### src/hdl/gbir_pkg.sv
// ----------------------------------------------------------------------------
// gbir_pkg
// Shared types, constants and codes of the grid boundary index resolver.
// ----------------------------------------------------------------------------
package gbir_pkg;

   localparam int MAX_DIMS       = 4;
   localparam int COORD_BITS     = 32;
   localparam int SIZE_BITS      = 16;
   // divisor and remainder width: the reflect period 2*size-2 needs one bit more
   localparam int DIV_BITS       = SIZE_BITS + 1;
   localparam int DIM_BITS       = 2;
   localparam int DIM_COUNT_BITS = 3;
   localparam int MODE_BITS      = 3;
   localparam int MODES_REG_BITS = 12;
   localparam int CSR_INDEX_BITS = 3;
   localparam int CSR_DATA_BITS  = (SIZE_BITS > MODES_REG_BITS) ? SIZE_BITS : MODES_REG_BITS;

   // register indexes of the csr port
   localparam logic [CSR_INDEX_BITS-1:0] CSR_DIM_COUNT      = 3'd0;
   localparam logic [CSR_INDEX_BITS-1:0] CSR_SIZE_DIM0      = 3'd1;
   localparam logic [CSR_INDEX_BITS-1:0] CSR_BOUNDARY_MODES = 3'd5;

   // boundary mode codes
   localparam logic [MODE_BITS-1:0] MODE_PERIODIC  = 3'd0;
   localparam logic [MODE_BITS-1:0] MODE_REFLECT   = 3'd1;
   localparam logic [MODE_BITS-1:0] MODE_DIRICHLET = 3'd2;
   localparam logic [MODE_BITS-1:0] MODE_ABSORB    = 3'd3;
   localparam logic [MODE_BITS-1:0] MODE_NEUMANN   = 3'd4;

   // how the back end forms the result
   typedef enum logic [1:0] {
      KIND_FIXED,
      KIND_PERIODIC,
      KIND_REFLECT
   } kind_type;

   typedef struct packed {
      logic signed [COORD_BITS-1:0] coordinate;
      logic [DIM_BITS-1:0]          dim_index;
   } req_type;

   typedef struct packed {
      logic [SIZE_BITS-1:0] cell_index;
      logic                 forced_zero;
   } rsp_type;

   // data carried along the remainder chain
   typedef struct packed {
      logic [DIV_BITS-1:0]   rem;
      logic [COORD_BITS-1:0] dividend;
      logic [DIV_BITS-1:0]   divisor;
      logic [SIZE_BITS-1:0]  size;
      logic                  neg;
      kind_type              kind;
      logic [SIZE_BITS-1:0]  fixed;
      logic                  forced;
   } stage_type;

endpackage

### src/hdl/gbir_front.sv
// ----------------------------------------------------------------------------
// gbir_front
// Decode stage: looks up size and mode of the dimension, settles every case
// that needs no remainder and sets up the remainder chain for the others.
// ----------------------------------------------------------------------------
module gbir_front #(
   parameter int MAX_DIMS = gbir_pkg::MAX_DIMS
) (
   input  logic                                            clock,
   input  logic                                            reset,
   input  logic [gbir_pkg::DIM_COUNT_BITS-1:0]             dim_count,
   input  logic [gbir_pkg::SIZE_BITS-1:0]                  size_regs [MAX_DIMS],
   input  logic [gbir_pkg::MODE_BITS*MAX_DIMS-1:0]         modes,
   input  logic                                            in_valid,
   output logic                                            in_ready,
   input  gbir_pkg::req_type                               in_data,
   output logic                                            out_valid,
   input  logic                                            out_ready,
   output gbir_pkg::stage_type                             out_data
);

   localparam int CB  = gbir_pkg::COORD_BITS;
   localparam int SB  = gbir_pkg::SIZE_BITS;
   localparam int DB  = gbir_pkg::DIV_BITS;
   localparam int CMP = (CB > DB) ? CB : DB;

   logic                            valid_ff, valid_in;
   gbir_pkg::stage_type             data_ff, data_in;
   logic                            found;
   logic [SB-1:0]                   size_sel;
   logic [gbir_pkg::MODE_BITS-1:0]  mode_sel;
   logic [SB-1:0]                   size_eff;
   logic [DB-1:0]                   period;
   logic [CB-1:0]                   coord_u;
   logic [CB-1:0]                   mag;
   logic                            neg;
   logic                            dim_ok;
   logic                            in_range;

   always_comb begin
      found    = 1'b0;
      size_sel = '0;
      mode_sel = '0;
      for (int i = 0; i < MAX_DIMS; i++) begin
         if (in_data.dim_index == gbir_pkg::DIM_BITS'(i)) begin
            found    = 1'b1;
            size_sel = size_regs[i];
            mode_sel = modes[gbir_pkg::MODE_BITS*i +: gbir_pkg::MODE_BITS];
         end
      end
   end

   always_comb begin
      coord_u  = in_data.coordinate;
      neg      = coord_u[CB-1];
      mag      = neg ? (~coord_u + CB'(1)) : coord_u;
      size_eff = (size_sel == '0) ? SB'(1) : size_sel;
      period   = (DB'(size_eff) << 1) - DB'(2);
      dim_ok   = found && (gbir_pkg::DIM_COUNT_BITS'(in_data.dim_index) < dim_count);
      in_range = !neg && (CMP'(mag) < CMP'(size_eff));

      data_in.rem      = '0;
      data_in.dividend = mag;
      data_in.divisor  = DB'(1);
      data_in.size     = size_eff;
      data_in.neg      = neg;
      data_in.kind     = gbir_pkg::KIND_FIXED;
      data_in.fixed    = '0;
      data_in.forced   = 1'b0;

      if (!dim_ok) begin
         data_in.forced = 1'b1;
      end else if (in_range) begin
         data_in.fixed = SB'(mag);
      end else begin
         case (mode_sel)
            gbir_pkg::MODE_PERIODIC: begin
               data_in.kind    = gbir_pkg::KIND_PERIODIC;
               data_in.divisor = DB'(size_eff);
            end
            gbir_pkg::MODE_REFLECT: begin
               // size one has no period, result stays zero
               if (size_eff != SB'(1)) begin
                  data_in.kind    = gbir_pkg::KIND_REFLECT;
                  data_in.divisor = period;
               end
            end
            gbir_pkg::MODE_NEUMANN: begin
               data_in.fixed = neg ? '0 : (size_eff - SB'(1));
            end
            default: begin
               data_in.forced = 1'b1;
            end
         endcase
      end
   end

   assign in_ready  = !valid_ff || out_ready;
   assign valid_in  = in_ready ? in_valid : valid_ff;
   assign out_valid = valid_ff;
   assign out_data  = data_ff;

   always_ff @(posedge clock) begin
      if (reset) begin
         valid_ff <= 1'b0;
      end else begin
         valid_ff <= valid_in;
      end
   end

   always_ff @(posedge clock) begin
      if (in_ready && in_valid) begin
         data_ff <= data_in;
      end
   end

endmodule

### src/hdl/gbir_cell.sv
// ----------------------------------------------------------------------------
// gbir_cell
// One step of the remainder chain: shifts in the next dividend bit and
// subtracts the divisor when it fits, then hands the transaction on.
// ----------------------------------------------------------------------------
module gbir_cell (
   input  logic                clock,
   input  logic                reset,
   input  logic                in_valid,
   output logic                in_ready,
   input  gbir_pkg::stage_type in_data,
   output logic                out_valid,
   input  logic                out_ready,
   output gbir_pkg::stage_type out_data
);

   localparam int CB = gbir_pkg::COORD_BITS;
   localparam int DB = gbir_pkg::DIV_BITS;

   logic                valid_ff, valid_in;
   gbir_pkg::stage_type data_ff, data_in;
   logic [DB:0]         partial;
   logic [DB:0]         diff;

   always_comb begin
      partial          = {in_data.rem, in_data.dividend[CB-1]};
      diff             = partial - {1'b0, in_data.divisor};
      data_in          = in_data;
      data_in.dividend = in_data.dividend << 1;
      // remainder stays below the divisor, so one subtract is enough
      if (partial >= {1'b0, in_data.divisor}) begin
         data_in.rem = diff[DB-1:0];
      end else begin
         data_in.rem = partial[DB-1:0];
      end
   end

   assign in_ready  = !valid_ff || out_ready;
   assign valid_in  = in_ready ? in_valid : valid_ff;
   assign out_valid = valid_ff;
   assign out_data  = data_ff;

   always_ff @(posedge clock) begin
      if (reset) begin
         valid_ff <= 1'b0;
      end else begin
         valid_ff <= valid_in;
      end
   end

   always_ff @(posedge clock) begin
      if (in_ready && in_valid) begin
         data_ff <= data_in;
      end
   end

endmodule

### src/hdl/gbir_back.sv
// ----------------------------------------------------------------------------
// gbir_back
// Result stage: turns the magnitude remainder into the positive remainder,
// folds it for reflecting mode and holds the result transaction.
// ----------------------------------------------------------------------------
module gbir_back (
   input  logic                clock,
   input  logic                reset,
   input  logic                in_valid,
   output logic                in_ready,
   input  gbir_pkg::stage_type in_data,
   output logic                out_valid,
   input  logic                out_ready,
   output gbir_pkg::rsp_type   out_data
);

   localparam int SB = gbir_pkg::SIZE_BITS;
   localparam int DB = gbir_pkg::DIV_BITS;

   logic              valid_ff, valid_in;
   gbir_pkg::rsp_type data_ff, data_in;
   logic [DB-1:0]     pos_rem;
   logic [DB-1:0]     folded;

   always_comb begin
      // negative coordinate: remainder of the magnitude counts down from the divisor
      if (in_data.neg && (in_data.rem != '0)) begin
         pos_rem = in_data.divisor - in_data.rem;
      end else begin
         pos_rem = in_data.rem;
      end
      if ((in_data.kind == gbir_pkg::KIND_REFLECT) && (pos_rem >= DB'(in_data.size))) begin
         folded = in_data.divisor - pos_rem;
      end else begin
         folded = pos_rem;
      end
      if (in_data.kind == gbir_pkg::KIND_FIXED) begin
         data_in.cell_index = in_data.fixed;
      end else begin
         data_in.cell_index = SB'(folded);
      end
      data_in.forced_zero = in_data.forced;
   end

   assign in_ready  = !valid_ff || out_ready;
   assign valid_in  = in_ready ? in_valid : valid_ff;
   assign out_valid = valid_ff;
   assign out_data  = data_ff;

   always_ff @(posedge clock) begin
      if (reset) begin
         valid_ff <= 1'b0;
      end else begin
         valid_ff <= valid_in;
      end
   end

   always_ff @(posedge clock) begin
      if (in_ready && in_valid) begin
         data_ff <= data_in;
      end
   end

endmodule

### src/hdl/grid_boundary_index_resolve.sv
// ----------------------------------------------------------------------------
// grid_boundary_index_resolve
// Resolves a signed grid coordinate to a cell index by the boundary mode of
// its dimension.
// ----------------------------------------------------------------------------
// Takes one coordinate transaction per clock while the result side keeps
// ready high and returns one result per transaction, in order, through
// one decode stage, a chain of 32 remainder cells (one coordinate bit per
// cell, so the chain length follows the coordinate width) and one result
// stage. Every stage holds its own valid bit, so a stall on the result side
// lets empty stages fill before the request side sees ready drop. Csr writes
// are taken in any cycle and must only be issued while no transaction is in
// flight.
module grid_boundary_index_resolve #(
   parameter int MAX_DIMS = gbir_pkg::MAX_DIMS
) (
   input  logic                                 clock,
   input  logic                                 reset,
   input  logic                                 req_valid,
   output logic                                 req_ready,
   input  gbir_pkg::req_type                    req_data,
   output logic                                 rsp_valid,
   input  logic                                 rsp_ready,
   output gbir_pkg::rsp_type                    rsp_data,
   input  logic                                 csr_valid,
   output logic                                 csr_ready,
   input  logic [gbir_pkg::CSR_INDEX_BITS-1:0]  csr_index,
   input  logic [gbir_pkg::CSR_DATA_BITS-1:0]   csr_data
);

   localparam int NUM_CELLS = gbir_pkg::COORD_BITS;
   localparam int SB        = gbir_pkg::SIZE_BITS;
   localparam int MB        = gbir_pkg::MODE_BITS * MAX_DIMS;

   logic [gbir_pkg::DIM_COUNT_BITS-1:0] dim_count_ff, dim_count_in;
   logic [SB-1:0]                       size_ff [MAX_DIMS];
   logic [SB-1:0]                       size_in [MAX_DIMS];
   logic [MB-1:0]                       modes_ff, modes_in;
   logic                                csr_write;

   gbir_pkg::stage_type chain_data  [NUM_CELLS+1];
   logic                chain_valid [NUM_CELLS+1];
   logic                chain_ready [NUM_CELLS+1];

   // csr registers
   assign csr_ready = 1'b1;
   assign csr_write = csr_valid && csr_ready;

   always_comb begin
      dim_count_in = dim_count_ff;
      modes_in     = modes_ff;
      for (int i = 0; i < MAX_DIMS; i++) begin
         size_in[i] = size_ff[i];
         if (csr_write &&
             (csr_index == gbir_pkg::CSR_INDEX_BITS'(32'(gbir_pkg::CSR_SIZE_DIM0) + i))) begin
            size_in[i] = csr_data[SB-1:0];
         end
      end
      if (csr_write && (csr_index == gbir_pkg::CSR_DIM_COUNT)) begin
         dim_count_in = csr_data[gbir_pkg::DIM_COUNT_BITS-1:0];
      end
      if (csr_write && (csr_index == gbir_pkg::CSR_BOUNDARY_MODES)) begin
         modes_in = csr_data[MB-1:0];
      end
   end

   always_ff @(posedge clock) begin
      if (reset) begin
         dim_count_ff <= '0;
         modes_ff     <= '0;
         for (int i = 0; i < MAX_DIMS; i++) begin
            size_ff[i] <= SB'(1);
         end
      end else begin
         dim_count_ff <= dim_count_in;
         modes_ff     <= modes_in;
         for (int i = 0; i < MAX_DIMS; i++) begin
            size_ff[i] <= size_in[i];
         end
      end
   end

   gbir_front #(
      .MAX_DIMS (MAX_DIMS)
   ) u_front (
      .clock     (clock),
      .reset     (reset),
      .dim_count (dim_count_ff),
      .size_regs (size_ff),
      .modes     (modes_ff),
      .in_valid  (req_valid),
      .in_ready  (req_ready),
      .in_data   (req_data),
      .out_valid (chain_valid[0]),
      .out_ready (chain_ready[0]),
      .out_data  (chain_data[0])
   );

   // remainder chain, most significant coordinate bit first
   for (genvar g = 0; g < NUM_CELLS; g++) begin : g_cell
      gbir_cell u_cell (
         .clock     (clock),
         .reset     (reset),
         .in_valid  (chain_valid[g]),
         .in_ready  (chain_ready[g]),
         .in_data   (chain_data[g]),
         .out_valid (chain_valid[g+1]),
         .out_ready (chain_ready[g+1]),
         .out_data  (chain_data[g+1])
      );
   end

   gbir_back u_back (
      .clock     (clock),
      .reset     (reset),
      .in_valid  (chain_valid[NUM_CELLS]),
      .in_ready  (chain_ready[NUM_CELLS]),
      .in_data   (chain_data[NUM_CELLS]),
      .out_valid (rsp_valid),
      .out_ready (rsp_ready),
      .out_data  (rsp_data)
   );

endmodule

### config.mk
export PLATFORM = sky130hd
export DESIGN_NAME = grid_boundary_index_resolve
export DESIGN_NICKNAME = d
export VERILOG_FILES = /design/src/hdl/gbir_pkg.sv /design/src/hdl/gbir_front.sv /design/src/hdl/gbir_cell.sv /design/src/hdl/gbir_back.sv /design/src/hdl/grid_boundary_index_resolve.sv
export SDC_FILE = /design/constraint.sdc
export NUM_CORES = 2
export LEC_CHECK = 0
export ABC_AREA = 0
export BUFFER_PORTS_ARGS = -buffer_cell sky130_fd_sc_hd__buf_2
export CAP_MARGIN = 20
export CORE_ASPECT_RATIO = 0.5
export CORE_MARGIN = 2
export CORE_UTILIZATION = 62
export CTS_CLUSTER_DIAMETER = 50
export DETAILED_ROUTE_END_ITERATION = 10
export GPL_ROUTABILITY_DRIVEN = 1
export GPL_TIMING_DRIVEN = 1
export PLACE_DENSITY = 0.78
export SETUP_SLACK_MARGIN = 0.05
export SYNTH_ARGS = -nofsm -noshare
export SYNTH_HDL_FRONTEND = slang
export SYNTH_HIERARCHICAL = 1
export SYNTH_SLANG_ARGS = --single-unit
### constraint.sdc
create_clock -name clock -period 9.68 [get_ports clock]
set_input_delay 0.484 -clock clock [delete_from_list [all_inputs] [get_ports clock]]
set_output_delay 0.484 -clock clock [all_outputs]
set_load 0.02 [all_outputs]
==> flow_summary.toml <==
[run]
drv_cap = 0

[route]
drt-vias-per-instance = 5.86
dr.pass1.iters = 11
wirelength_um = 264000
drtIter0Drc = 5863
avgRoutedWirePerCell_um = 20.6
drc = 4
ant_nets = 0
num_vias = 75200

[timing]
setup-tns-final_ns = 0
hold_viol = 0
finClkSkew_ns = 0.0926
final.setup.worst_slack_ns = 1.16
fmax_mhz = 117
fin_crit_sh_pct = 88.0
worstMarginPinSlew_ns = 1.11
rsz0062_at_grt = "no"
relSlewSlack_pct = 25.8
final-setup-viol-count = 0
min_period_ns = 8.52
report.final.slew_viol_count = 0

[worst_setup_path]
worstPathArrival_ns = 8.04
startpoint_type = "input pin"
cpMaxStageDelayCell = "dlygate4sd3_1"
cp_common_cell = "nand2b_1"
worstPathMaxFanout = 3
worstSetupPathType = "in2out"
cp-end-kind = "primary output"
r2r_setup_slack_ns = 1.80
max_stage_delay_ns = 0.53
worstPathRequired_ns = 9.20

[run_status]
violations = "design-rule violations"
status = "finished, violations left"

[yosys]
avgSynthCellArea_um2 = 13.8
syn_area_um2 = 132000
yosysWarningCount = 6
netlist_instances = 9539

[power_and_ir_drop]
ir_drop_uv = 165
p_leak_nw = 53.1
power_density_nw_per_um2 = 172

[die]
initial_core_util_pct = 62.5
io-pin-count = 78
die_w_um = 656
core_um2 = 211000
die-area_um2 = 216000
rows = 119
die_h_um = 330

[cts]
cts_max_level = 4
cts_tree = "done"
cts_buffer_depth = 4
clockRootBuffer = "clkbuf_16"
cts.sinks = 2951
cts_buffers = 246
post_cts_resized = 0
cts_setup_buffers = 0
cts_hold_buf = 28
path_clk_slew_ns = 0.06
insertion_delay_ns = 0.92

[grt]
grt_pass1_wl_um = 412000
grt_pass1_vias = 74100
antenna_found_initial = 4
track_usage_pct = 24.4
grt-ovfl-total = 0
grt_start_max_net_pins = 110

[min_path]
hold_class = "in2reg"

[placement]
io_buffers = 76
gp_congestion = 0.934
preCtsSetupSlack_ns = 1.60
place.detailed.hpwl_um = 182000

[cells_and_area]
area_growth_syn_to_layout_pct = 9.10
drive_above_1_share_pct = 8.48
nets = 10500
## layout by cell type, fill, tap and decap left out, types with 65 or more instances in the layout
master / count
edfxtp_1: 2838
inv_1: 873
a21oi_1: 723
nor2_1: 673
ha_1: 605
nand2_1: 430
xnor2_1: 332
o21ai_0: 331
clkbuf_16: 249
a21o_1: 240
o21a_1: 140
mux2i_1: 138
nor2b_1: 136
nand2b_1: 133
a211oi_1: 133
mux2_4: 129
nor3_1: 117
dfxtp_1: 113
a31oi_1: 100
and3_1: 98
a21boi_0: 95
xor2_1: 79
nand3_1: 78
or3_1: 76
buf_2: 75
o211ai_1: 69
a31o_2: 66
buf_4: 66
a2111oi_0: 65
## stage by stage
step | area, um^2 | util [%] | hold slack (ns) | cells | power [mW]
2_1_floorplan | 132000 | - | 0.400 | 9555 | 14.6
3_3_place_gp | 135000 | 64.0 | 0.400 | 12300 | 14.7
3_5_place_dp | 135000 | 64.0 | 0.405 | 12300 | 14.8
4_1_cts | 143000 | 68.1 | 0.00154 | 12800 | 25.0
5_1_grt | 144000 | 68.1 | 0.0181 | 12800 | 25.5
6_report | 144000 | 68.1 | 0.0582 | 12800 | 24.8
## registers in the layout, indices dropped and copies added, names as in the netlist
| register | count |
|---|---|
| modes_ff | 12 |
| dim_count_ff | 3 |
| u_back/out_data | 17 |
| u_back/out_valid | 1 |
| u_front/out_valid | 1 |
| g_cell.u_cell/out_valid | 32 |
| u_front/out_data | 85 |
| size_ff | 64 |
| g_cell.u_cell/out_data | 2736 |
## layout make-up
cell class / instances / area [um^2]
flip-flops and latches: 2951 / 87500
fillers: 14500 / 67200
multi-input cells: 5535 / 39700
clock buffers: 289 / 6470
well taps: 2843 / 3560
inverters: 872 / 3270
clock inverters: 159 / 1750
repair buffers: 182 / 1400
diodes: 2 / 5.00
## layer usage
metal / global-route usage [%] / vias up / share of wire [%]
li1: - / 36200 / -
met5: 0 / - / 0
met3: 3.07 / 522 / 4.3
met1: 29.6 / 36500 / 40
met4: 9.85 / 0 / 4.3
met2: 44.6 / 1992 / 51
## power by group
part           switching (mW)  leakage, nW  internal, mW
Sequential             0.0506         26.6          13.9
Clock                    4.59         4.02          5.68
Combinational           0.324         22.5         0.222
Total                    4.96         53.1          19.8
## worst max-delay path: cells and delay by family
family,cells,cell delay (ns)
buf+inv,3,0.85
simple gates,34,6.71
## worst paths after layout
| kind | startpoint | to | depth (start not counted) |
|---|---|---|---|
| setup reg to reg | u_back/out_valid | g_cell[0].u_cell/out_data[100] | 35 |
| hold reg to reg | g_cell[3].u_cell/out_data[77] | g_cell[4].u_cell/out_data[78] | 0 |
| setup / recovery | rsp_ready | req_ready | 37 |
| hold / removal | csr_data[1] | size_ff[33] | 3 |
Power figures use the tool's default switching activity.
